<file path="config.mk">
export PLATFORM = sky130hd
export DESIGN_NAME = extended_gcd_modular_inverse
export DESIGN_NICKNAME = d
export VERILOG_FILES = /design/src/sv/egcd_pkg.sv /design/src/sv/egcd_ctrl.sv /design/src/sv/egcd_datapath.sv /design/src/sv/extended_gcd_modular_inverse.sv
export SDC_FILE = /design/constraint.sdc
export NUM_CORES = 1
export LEC_CHECK = 0
export BUFFER_PORTS_ARGS = -buffer_cell sky130_fd_sc_hd__buf_2
export CAP_MARGIN = 20
export CELL_PAD_IN_SITES_DETAIL_PLACEMENT = 0
export CELL_PAD_IN_SITES_GLOBAL_PLACEMENT = 1
export CORE_MARGIN = 2
export CORE_UTILIZATION = 50
export DETAILED_ROUTE_END_ITERATION = 8
export PLACE_DENSITY_LB_ADDON = 0.05
export RECOVER_POWER = 50
export SLEW_MARGIN = 5
export SYNTH_ARGS = -nofsm -noshare
export SYNTH_HDL_FRONTEND = slang
export SYNTH_SLANG_ARGS = --single-unit
export TNS_END_PERCENT = 30
</file>
<file path="constraint.sdc">
create_clock -name clk -period 7.5 [get_ports clk]
set_input_delay 1.5 -clock clk [delete_from_list [all_inputs] [get_ports clk]]
set_output_delay 1.5 -clock clk [all_outputs]
set_load 0.05 [all_outputs]
</file>
<file path="src/sv/egcd_pkg.sv">
// Shared types and constants for the extended gcd / modular inverse block.
// Used by the controller, the datapath, the top level and the checker.
package egcd_pkg;

  localparam int DATA_WIDTH_DEF = 32;
  localparam int FIELD_W        = 32;

  typedef enum logic {
    REQ_EXT_GCD = 1'b0,
    REQ_INVERSE = 1'b1
  } req_kind_t;

  typedef struct packed {
    logic                      req_type;
    logic signed [FIELD_W-1:0] value_a;
    logic signed [FIELD_W-1:0] value_b;
  } req_t;

  typedef struct packed {
    logic signed [FIELD_W-1:0] gcd_value;
    logic signed [FIELD_W-1:0] coef_a;
    logic signed [FIELD_W-1:0] coef_b;
    logic                      is_unit;
    logic                      status;
  } rsp_t;

  typedef enum logic [2:0] {
    OP_NONE,
    OP_LOAD,
    OP_DIV_START,
    OP_DIV_STEP,
    OP_ITER,
    OP_FIX_A,
    OP_FIX_U,
    OP_RESULT
  } dp_op_t;

  typedef enum logic [1:0] {
    SEL_ITER,
    SEL_A,
    SEL_U
  } div_sel_t;

  typedef struct packed {
    dp_op_t   op;
    div_sel_t sel;
  } dp_cmd_t;

  typedef struct packed {
    logic err;
    logic mode;
    logic r_neg;
    logic rp_zero;
    logic u_neg;
  } dp_stat_t;

endpackage

</file>
<file path="src/sv/egcd_ctrl.sv">
// Sequencer for the extended gcd block: drives datapath commands.
// Depends on egcd_pkg for the command and status types.
module egcd_ctrl #(
  parameter int DATA_WIDTH = egcd_pkg::DATA_WIDTH_DEF
) (
  input  logic               clk,
  input  logic               rst,
  input  logic               start,
  output logic               busy,
  output logic               done,
  input  egcd_pkg::dp_stat_t stat,
  output egcd_pkg::dp_cmd_t  cmd
);

  localparam int CW = $clog2(DATA_WIDTH);
  localparam logic [CW-1:0] LAST_BIT = CW'(DATA_WIDTH - 1);

  typedef enum logic [2:0] {
    S_IDLE,
    S_CHECK,
    S_LOOP,
    S_DIV,
    S_UPDATE,
    S_FIX_A,
    S_FIX_U,
    S_DONE
  } state_t;

  state_t             state;
  logic [CW-1:0]      cnt;
  egcd_pkg::div_sel_t div_sel;

  always_comb begin
    cmd.op  = egcd_pkg::OP_NONE;
    cmd.sel = egcd_pkg::SEL_ITER;
    case (state)
      S_IDLE: begin
        if (start) begin
          cmd.op = egcd_pkg::OP_LOAD;
        end
      end
      S_CHECK: begin
        if (!stat.err && stat.mode && stat.r_neg) begin
          cmd.op  = egcd_pkg::OP_DIV_START;
          cmd.sel = egcd_pkg::SEL_A;
        end
      end
      S_LOOP: begin
        if (!stat.rp_zero) begin
          cmd.op  = egcd_pkg::OP_DIV_START;
          cmd.sel = egcd_pkg::SEL_ITER;
        end else if (stat.mode && stat.u_neg) begin
          cmd.op  = egcd_pkg::OP_DIV_START;
          cmd.sel = egcd_pkg::SEL_U;
        end
      end
      S_DIV:    cmd.op = egcd_pkg::OP_DIV_STEP;
      S_UPDATE: cmd.op = egcd_pkg::OP_ITER;
      S_FIX_A:  cmd.op = egcd_pkg::OP_FIX_A;
      S_FIX_U:  cmd.op = egcd_pkg::OP_FIX_U;
      S_DONE:   cmd.op = egcd_pkg::OP_RESULT;
      default:  cmd.op = egcd_pkg::OP_NONE;
    endcase
  end

  always_ff @(posedge clk) begin
    if (rst) begin
      state   <= S_IDLE;
      busy    <= 1'b0;
      done    <= 1'b0;
      cnt     <= '0;
      div_sel <= egcd_pkg::SEL_ITER;
    end else begin
      done <= 1'b0;
      case (state)
        S_IDLE: begin
          if (start) begin
            state <= S_CHECK;
            busy  <= 1'b1;
          end
        end
        S_CHECK: begin
          if (stat.err) begin
            state <= S_DONE;
          end else if (stat.mode && stat.r_neg) begin
            state   <= S_DIV;
            div_sel <= egcd_pkg::SEL_A;
            cnt     <= '0;
          end else begin
            state <= S_LOOP;
          end
        end
        S_LOOP: begin
          if (!stat.rp_zero) begin
            state   <= S_DIV;
            div_sel <= egcd_pkg::SEL_ITER;
            cnt     <= '0;
          end else if (stat.mode && stat.u_neg) begin
            state   <= S_DIV;
            div_sel <= egcd_pkg::SEL_U;
            cnt     <= '0;
          end else begin
            state <= S_DONE;
          end
        end
        S_DIV: begin
          cnt <= cnt + 1'b1;
          if (cnt == LAST_BIT) begin
            case (div_sel)
              egcd_pkg::SEL_A: state <= S_FIX_A;
              egcd_pkg::SEL_U: state <= S_FIX_U;
              default:         state <= S_UPDATE;
            endcase
          end
        end
        S_UPDATE: state <= S_LOOP;
        S_FIX_A:  state <= S_LOOP;
        S_FIX_U:  state <= S_DONE;
        S_DONE: begin
          state <= S_IDLE;
          busy  <= 1'b0;
          done  <= 1'b1;
        end
        default: state <= S_IDLE;
      endcase
    end
  end

endmodule

</file>
<file path="src/sv/egcd_datapath.sv">
// Datapath of the extended gcd block: Euclid registers, a restoring divider
// that also forms the coefficient products, and the result register.
// Depends on egcd_pkg.
module egcd_datapath #(
  parameter int DATA_WIDTH = egcd_pkg::DATA_WIDTH_DEF
) (
  input  logic               clk,
  input  egcd_pkg::req_t     req,
  input  egcd_pkg::dp_cmd_t  cmd,
  output egcd_pkg::dp_stat_t stat,
  output egcd_pkg::rsp_t     rsp
);

  localparam int DW = DATA_WIDTH;
  localparam int FW = egcd_pkg::FIELD_W;

  logic [DW-1:0] r, rp, u, up, v, vp, m;
  logic          mode, err;

  // Divider state: quotient shifts in from the right, products by Horner rule.
  logic [DW-1:0] quo, rem, dmag, pu, pv;
  logic          qneg, rneg;

  logic [DW-1:0] x, y, x_mag, y_mag;
  logic [DW-1:0] a_in, b_in;
  logic [DW-1:0] rem_sh, rs;
  logic [DW:0]   diff;
  logic          qbit;

  assign a_in = DW'(req.value_a);
  assign b_in = DW'(req.value_b);

  always_comb begin
    case (cmd.sel)
      egcd_pkg::SEL_A: begin
        x = r;
        y = m;
      end
      egcd_pkg::SEL_U: begin
        x = u;
        y = m;
      end
      default: begin
        x = r;
        y = rp;
      end
    endcase
  end

  assign x_mag  = x[DW-1] ? (~x + 1'b1) : x;
  assign y_mag  = y[DW-1] ? (~y + 1'b1) : y;
  // The partial remainder stays below the divisor magnitude, so its top bit is clear.
  assign rem_sh = {rem[DW-2:0], quo[DW-1]};
  assign diff   = {1'b0, rem_sh} - {1'b0, dmag};
  assign qbit   = ~diff[DW];
  assign rs     = rneg ? (~rem + 1'b1) : rem;

  always_ff @(posedge clk) begin
    case (cmd.op)
      egcd_pkg::OP_LOAD: begin
        r    <= a_in;
        rp   <= b_in;
        u    <= DW'(1);
        up   <= '0;
        v    <= '0;
        vp   <= DW'(1);
        m    <= b_in;
        mode <= req.req_type;
        err  <= (req.req_type == egcd_pkg::REQ_INVERSE) && ((b_in == '0) || b_in[DW-1]);
      end
      egcd_pkg::OP_DIV_START: begin
        quo  <= x_mag;
        rem  <= '0;
        dmag <= y_mag;
        pu   <= '0;
        pv   <= '0;
        qneg <= x[DW-1] ^ y[DW-1];
        rneg <= x[DW-1];
      end
      egcd_pkg::OP_DIV_STEP: begin
        rem <= qbit ? diff[DW-1:0] : rem_sh;
        quo <= {quo[DW-2:0], qbit};
        pu  <= {pu[DW-2:0], 1'b0} + (qbit ? up : '0);
        pv  <= {pv[DW-2:0], 1'b0} + (qbit ? vp : '0);
      end
      egcd_pkg::OP_ITER: begin
        r  <= rp;
        rp <= rs;
        u  <= up;
        v  <= vp;
        // A negative quotient turns the subtraction of the product into an add.
        up <= qneg ? (u + pu) : (u - pu);
        vp <= qneg ? (v + pv) : (v - pv);
      end
      egcd_pkg::OP_FIX_A: r <= rs + m;
      egcd_pkg::OP_FIX_U: u <= rs + m;
      egcd_pkg::OP_RESULT: begin
        rsp.gcd_value <= err ? '0 : FW'($signed(r));
        rsp.coef_a    <= err ? '0 : FW'($signed(u));
        rsp.coef_b    <= err ? '0 : FW'($signed(v));
        rsp.is_unit   <= !err && (r == DW'(1));
        rsp.status    <= err;
      end
      default: begin
      end
    endcase
  end

  assign stat.err     = err;
  assign stat.mode    = mode;
  assign stat.r_neg   = r[DW-1];
  assign stat.rp_zero = (rp == '0);
  assign stat.u_neg   = u[DW-1];

endmodule

</file>
<file path="src/sv/extended_gcd_modular_inverse.sv">
// Extended gcd and modular inverse of signed operands. An item is taken when
// start is high and busy is low; busy then stays high until the result shows.
// The result is marked by done, high for a single cycle, and cannot be held
// off; rsp then holds it until the next result. Each Euclid step runs a
// restoring divider that yields one quotient bit per cycle and builds both
// coefficient products in the same pass, then updates the Euclid registers.
// There are at most about 46 Euclid steps for 32-bit operands; inverse mode
// adds up to two more divisions, and a bad modulus ends the item without any
// division.
module extended_gcd_modular_inverse #(
  parameter int DATA_WIDTH = egcd_pkg::DATA_WIDTH_DEF
) (
  input  logic           clk,
  input  logic           rst,
  input  logic           start,
  output logic           busy,
  input  egcd_pkg::req_t req,
  output logic           done,
  output egcd_pkg::rsp_t rsp
);

  egcd_pkg::dp_cmd_t  cmd;
  egcd_pkg::dp_stat_t stat;

  egcd_ctrl #(
    .DATA_WIDTH(DATA_WIDTH)
  ) u_ctrl (
    .clk  (clk),
    .rst  (rst),
    .start(start),
    .busy (busy),
    .done (done),
    .stat (stat),
    .cmd  (cmd)
  );

  egcd_datapath #(
    .DATA_WIDTH(DATA_WIDTH)
  ) u_dp (
    .clk (clk),
    .req (req),
    .cmd (cmd),
    .stat(stat),
    .rsp (rsp)
  );

endmodule

</file>
# Yosys cells after proc, flatten, opt, wreduce, memory -nomap -nowiden
# Cells that the tools add are included.
# word_totals
regBits	498
in_bits	68
# classes
eq_ne	25
reduce_logical	24
bitwise_logic	5
mux	47
addsub	12
# ops
op	count
$pmux 32 s2	8
$mux 32	9
$pmux 32 s3	2
$add 32x32->32	5
$add 32x1->32 const B	3
$not 32->32	3
$logic_not 32->1	2
$sub 32x32->32	2
$sub 32x32->33	1
$eq 32x1->1 const B	1
$mux 31	1
$eq 3x3->1 const B	8
$pmux 3 s8	1
$pmux 3 s7	1
$mux 5	4
$mux 3	5
$pmux 5 s3	1
$eq 3x2->1 const B	4
$mux 4	3
$pmux 2 s2	3
$reduce_bool 3->1	3
$mux 2	4
$reduce_and 4->1	2
$reduce_bool 2->1	4
other kinds (18)	33

# Longest topological paths before layout
# depth
word_depth	11
depth_mapped	24
ltp_nobuf	22

# Cells and area by module
# From an unflattened synthesis, not the netlist that was laid out.
# hier_totals
cells_unflattened	3343
area_unflattened_um2	32967.9
# modules_own_cells
module	n_inst	area_per_inst_um2	cells_per_inst
egcd_datapath	1	32292.2	3262
egcd_ctrl	1	675.6	81

# Worst setup path before layout
# OpenSTA, ideal clock, no wires.
# synth_path
path_kind	register to register
from	register u_dp.rem[20]
to	register u_dp.pu[31] (data pin)
t_arrival_ps	4974
path_stages_with_launch	24
period_less_slack_ps	5234
path_buffers	3
path_slack_ps	2266
required_time_ps	7240
path_cell_list	edfxtp_1 > ha_1 > buf_2 > a21o_1 > a21o_1 > a21oi_1 > and2_1 > nand4_1 > a21oi_1 > nor2_1 > clkbuf_1 > clkbuf_1 > and2_1 > ha_1 > fa_1 > a211oi_1 > nor2_1 > o211ai_1 > nor4_1 > o21a_1 > a31oi_1 > o21ai_1 > xnor2_1 > mux2_2
# synth_between
elab_chain_cells	4
# synth_lines
item	line_no	source
start, declared	egcd_datapath.sv:21	logic [DW-1:0] quo, rem, dmag, pu, pv;
start signal, assigned	egcd_datapath.sv:81	rem <= qbit ? diff[DW-1:0] : rem_sh;
$sub 32x32->33	egcd_datapath.sv:54	assign diff = {1'b0, rem_sh} - {1'b0, dmag};
$mux 32	egcd_datapath.sv:83	pu <= {pu[DW-2:0], 1'b0} + (qbit ? up : '0);
$add 32x32->32	egcd_datapath.sv:83	
$pmux 32 s2	egcd_datapath.sv:59	case (cmd.op)
end signal, assigned	egcd_datapath.sv:83	
end, declared	egcd_datapath.sv:21	
# Every way passes these cells.
# A chain may end at the register's enable or synchronous reset.

# Worst setup path after layout
# layout_path
from	register u_ctrl.state[0]
to	register u_dp.vp[16] (enable)
# layout_between
elab_chain_cells	4
# layout_lines
item	line_no	source
start, declared	egcd_ctrl.sv:29	state_t state;
start signal, assigned	egcd_ctrl.sv:68	state <= S_IDLE;
start signal, assigned	egcd_ctrl.sv:78	state <= S_CHECK;
start signal, assigned	egcd_ctrl.sv:84	state <= S_DONE;
$eq 3x3->1 (tied with other cells)	egcd_ctrl.sv:36	case (state)
$pmux 3 s8 *	egcd_ctrl.sv:36	
$eq 3x3->1 / $eq 3x1->1 (equally long branches)	egcd_datapath.sv:59	
$reduce_bool 2->1 (no source line) *	--	
end signal, assigned	egcd_datapath.sv:93	vp <= qneg ? (v + pv) : (v - pv);
end, declared	egcd_datapath.sv:17	logic [DW-1:0] r, rp, u, up, v, vp, m;
# Mark *: on every way between the ends. The rest lies on a longest branch, timed or not.

==> results.ini <==
[min_path]
hp-start = u_ctrl.div_sel[0]
min_path_type = flop to flop
hold_path_depth = 2
hold_end = u_ctrl.div_sel[0]

[global_routing]
grt_pass1_wl_mm = 152.2
overflow = 0
grt_max_degree = 68
antenna_found_initial = 1
grtUsageTotal = 0.2952
first_global_vias = 25240

[synthesis]
synth_edf_count = 486
syn_nets = 3569
ys_seq_area_frac = 0.4523
synthCells = 3302
avgSynthCellArea_um2 = 9.933
synth.distinct_cells = 89
yosys_warnings = 0
synth.cell_area_um2 = 32800
synth_flop_cell = edfxtp_1
ys_ff_latch = 498
synthArstFlopShare = 0

[clocking]
post_cts_buffers = 0
cts_resized = 0
numCtsBuffers = 58
ctsHoldBuffers = 0
cts.sinks = 498
clk-insertion-delay-late_ps = 640
tritoncts = done
root_buffer = clkbuf_16
htreeDepth = 2
clk_path_buf_depth = 3
clk_transition_reported_paths_ps = 60

[critical_path]
path_max_fanout = 65
crit-reg2reg-launch = u_ctrl.state[0]
r2r-end = u_dp.vp[16]
worstSetupEndpointType = flop
critPathSlowestCell = nand2_1
reg2reg_depth = 5
cpPeakStageDelay_ps = 2470
critPathKind = flop to flop
worstPathArrival_ps = 6630
cpMostUsedCell = buf_4
crit_required_ps = 7740
r2r_slack_ps = 1120
worstPathCellList = buf_4 > nor2b_1 > nand2b_1 > nand2_1 > buf_4
start_kind = flop

[die]
initial_utilization = 0.5070
placeableCoreArea_um2 = 64700
placementRows = 93
ios = 168
die_w_um = 260.1
die_area_um2 = 67660
die_height_um = 260.1

[routing]
wirelength_mm = 101.2
drtIter0Drc = 2429
drc = 0
viasPerCell = 6.017
ant_nets = 0
post_drt_wl_per_cell_um = 23.35
first_pass_iters = 6
vias = 26080

[placement]
hpwlAfterDp_mm = 75.95
placed_area_um2 = 34480
io_buffers = 167
pre_cts_ws_ps = 1427
gp_congestion = 0.9523
place.detailed.instances = 4228

[sta]
tightest_slew_ps = 3288
finalSetupViolCount = 0
post-route-min-period_ps = 6384
fin_crit_sh = 0.8512
clock_skew_ps = 22.71
rsz0062_at_grt = no
worst_slack_ps = 1116
slew_viol_final = 674
hold_violations = 0
slew-limit-headroom = -1.192
fmax_mhz = 156.7
finalSetupTns_ps = 0

[layout]
design_area_um2 = 36110
drive_gt1_frac = 0.05546
fin_nets = 3701
synthToLayoutAreaGrowth_pct = 10.10
antenna_cells = 0
final_cells = 4335

[outcome]
violations = max-capacitance violations, max-slew violations
status = finished, violations left

[power]
p_leak_nw = 13.86
powerDensity_nw_per_um2 = 271.6
peakVddDrop_uv = 228.1

[job]
cap_viol_max_count = 15

## per-layer routing
metal  track usage  part of all wire  vias to the layer above
met4       0.09365             0.031                        0
met5             0                 0                        -
met1        0.4031              0.44                    12730
met3       0.04211             0.065                      153
met2        0.4852              0.47                      845
li1              -                 -                    12360
## critical path, delay by kind of cell, from the launching register on
kind,cells,cell delay (ps)
and+or+nand+nor,3,4000
buffers and inverters,2,1600
DFF,1,330
## final cells by class
class	count	area [um^2]
clock buffers	66	1481
clock inverters	40	369.1
fillers	5841	28580
inverters	93	350.3
multi-input cells	2586	17140
flip-flops and latches	498	14830
well taps	855	1070
repair buffers	197	870.8
## placed cells by master (no fill, tap or decap), drive strengths merged, types with 42 or more instances in the layout
master | netlist | final
a21o | 93 | 93
a21oi | 245 | 245
and2 | 116 | 116
buf | 26 | 55
clkbuf | 99 | 208
edfxtp | 486 | 486
ha | 193 | 193
inv | 93 | 97
mux2i | 79 | 79
nand2 | 328 | 328
nand3 | 50 | 50
nor2 | 295 | 295
nor2b | 112 | 112
nor3 | 87 | 87
o21a | 42 | 42
o21ai | 180 | 180
xnor2 | 151 | 151
xor2 | 140 | 140
## kinds of logic after synthesis
group	share of synthesized area
buffers and inverters	0.02586
DFF	0.4523
adders and majority gates	0.07729
AOI/OAI and AO/OA	0.1564
and+or+nand+nor	0.1798
muxes	0.02972
xor gates and xnor gates	0.07866
## Yosys cell counts (30+ instances only)
master,count,area share
nand4_1,30,0.0057
nand3_1,50,0.0076
a31oi_1,31,0.0059
edfxtp_1,486,0.44
nand2b_1,33,0.0063
xor2_1,139,0.037
nand2_1,328,0.038
and2_1,116,0.022
nor2b_1,112,0.021
o21a_1,42,0.0096
xnor2_1,151,0.040
clkbuf_1,99,0.011
inv_1,93,0.011
o21ai_0,169,0.026
nor2_1,294,0.034
a21o_1,93,0.021
nor3_1,83,0.013
mux2i_1,79,0.024
ha_1,193,0.074
a21oi_1,245,0.037
## sequential cells by signal, indices dropped and copies added (netlist names), 2 cells and up
name	flops
u_dp.pv	32
u_dp.dmag	32
u_dp.r	32
u_dp.rsp	98
u_dp.v	32
u_dp.vp	32
u_dp.m	32
u_ctrl.cnt	5
u_dp.u	32
u_dp.rem	32
u_ctrl.state	3
u_ctrl.div_sel	2
u_dp.rp	32
u_dp.up	32
u_dp.quo	32
u_dp.pu	32
## where the power goes
part           switching (W)  internal [W]  total [W]  leakage, nW
combinational        0.00205       0.00122    0.00327         8.28
sequential          0.000300       0.00343    0.00373         4.70
clock                0.00121       0.00159    0.00280        0.878
total                0.00356       0.00624    0.00981         13.9
## metrics by stage
step	hold WS, ps	util	power (W)
floorplan	444.7	-	0.006034
global placement	456.3	0.5330	0.006949
detailed placement	463.5	0.5330	0.006987
CTS	471.7	0.5616	0.009813
global route	496.6	0.5582	0.01030
finish	466.2	0.5582	0.009807
## worst max-delay path by stage
stage,depth (start not counted),startpoint,to,slack [ps]
2_1_floorplan,23,u_dp.rem[20],u_dp.pu[31],2270
3_3_place_gp,21,u_dp.dmag[0],u_dp.pu[31],1500
3_5_place_dp,22,u_dp.quo[31],u_dp.pu[31],1430
4_1_cts,21,u_dp.dmag[0],u_dp.pu[31],1390
5_1_grt,5,u_ctrl.state[0],u_dp.v[25],460
6_report,5,u_ctrl.state[0],u_dp.vp[16],1120
No activity file was read; power rests on OpenSTA's default activity.
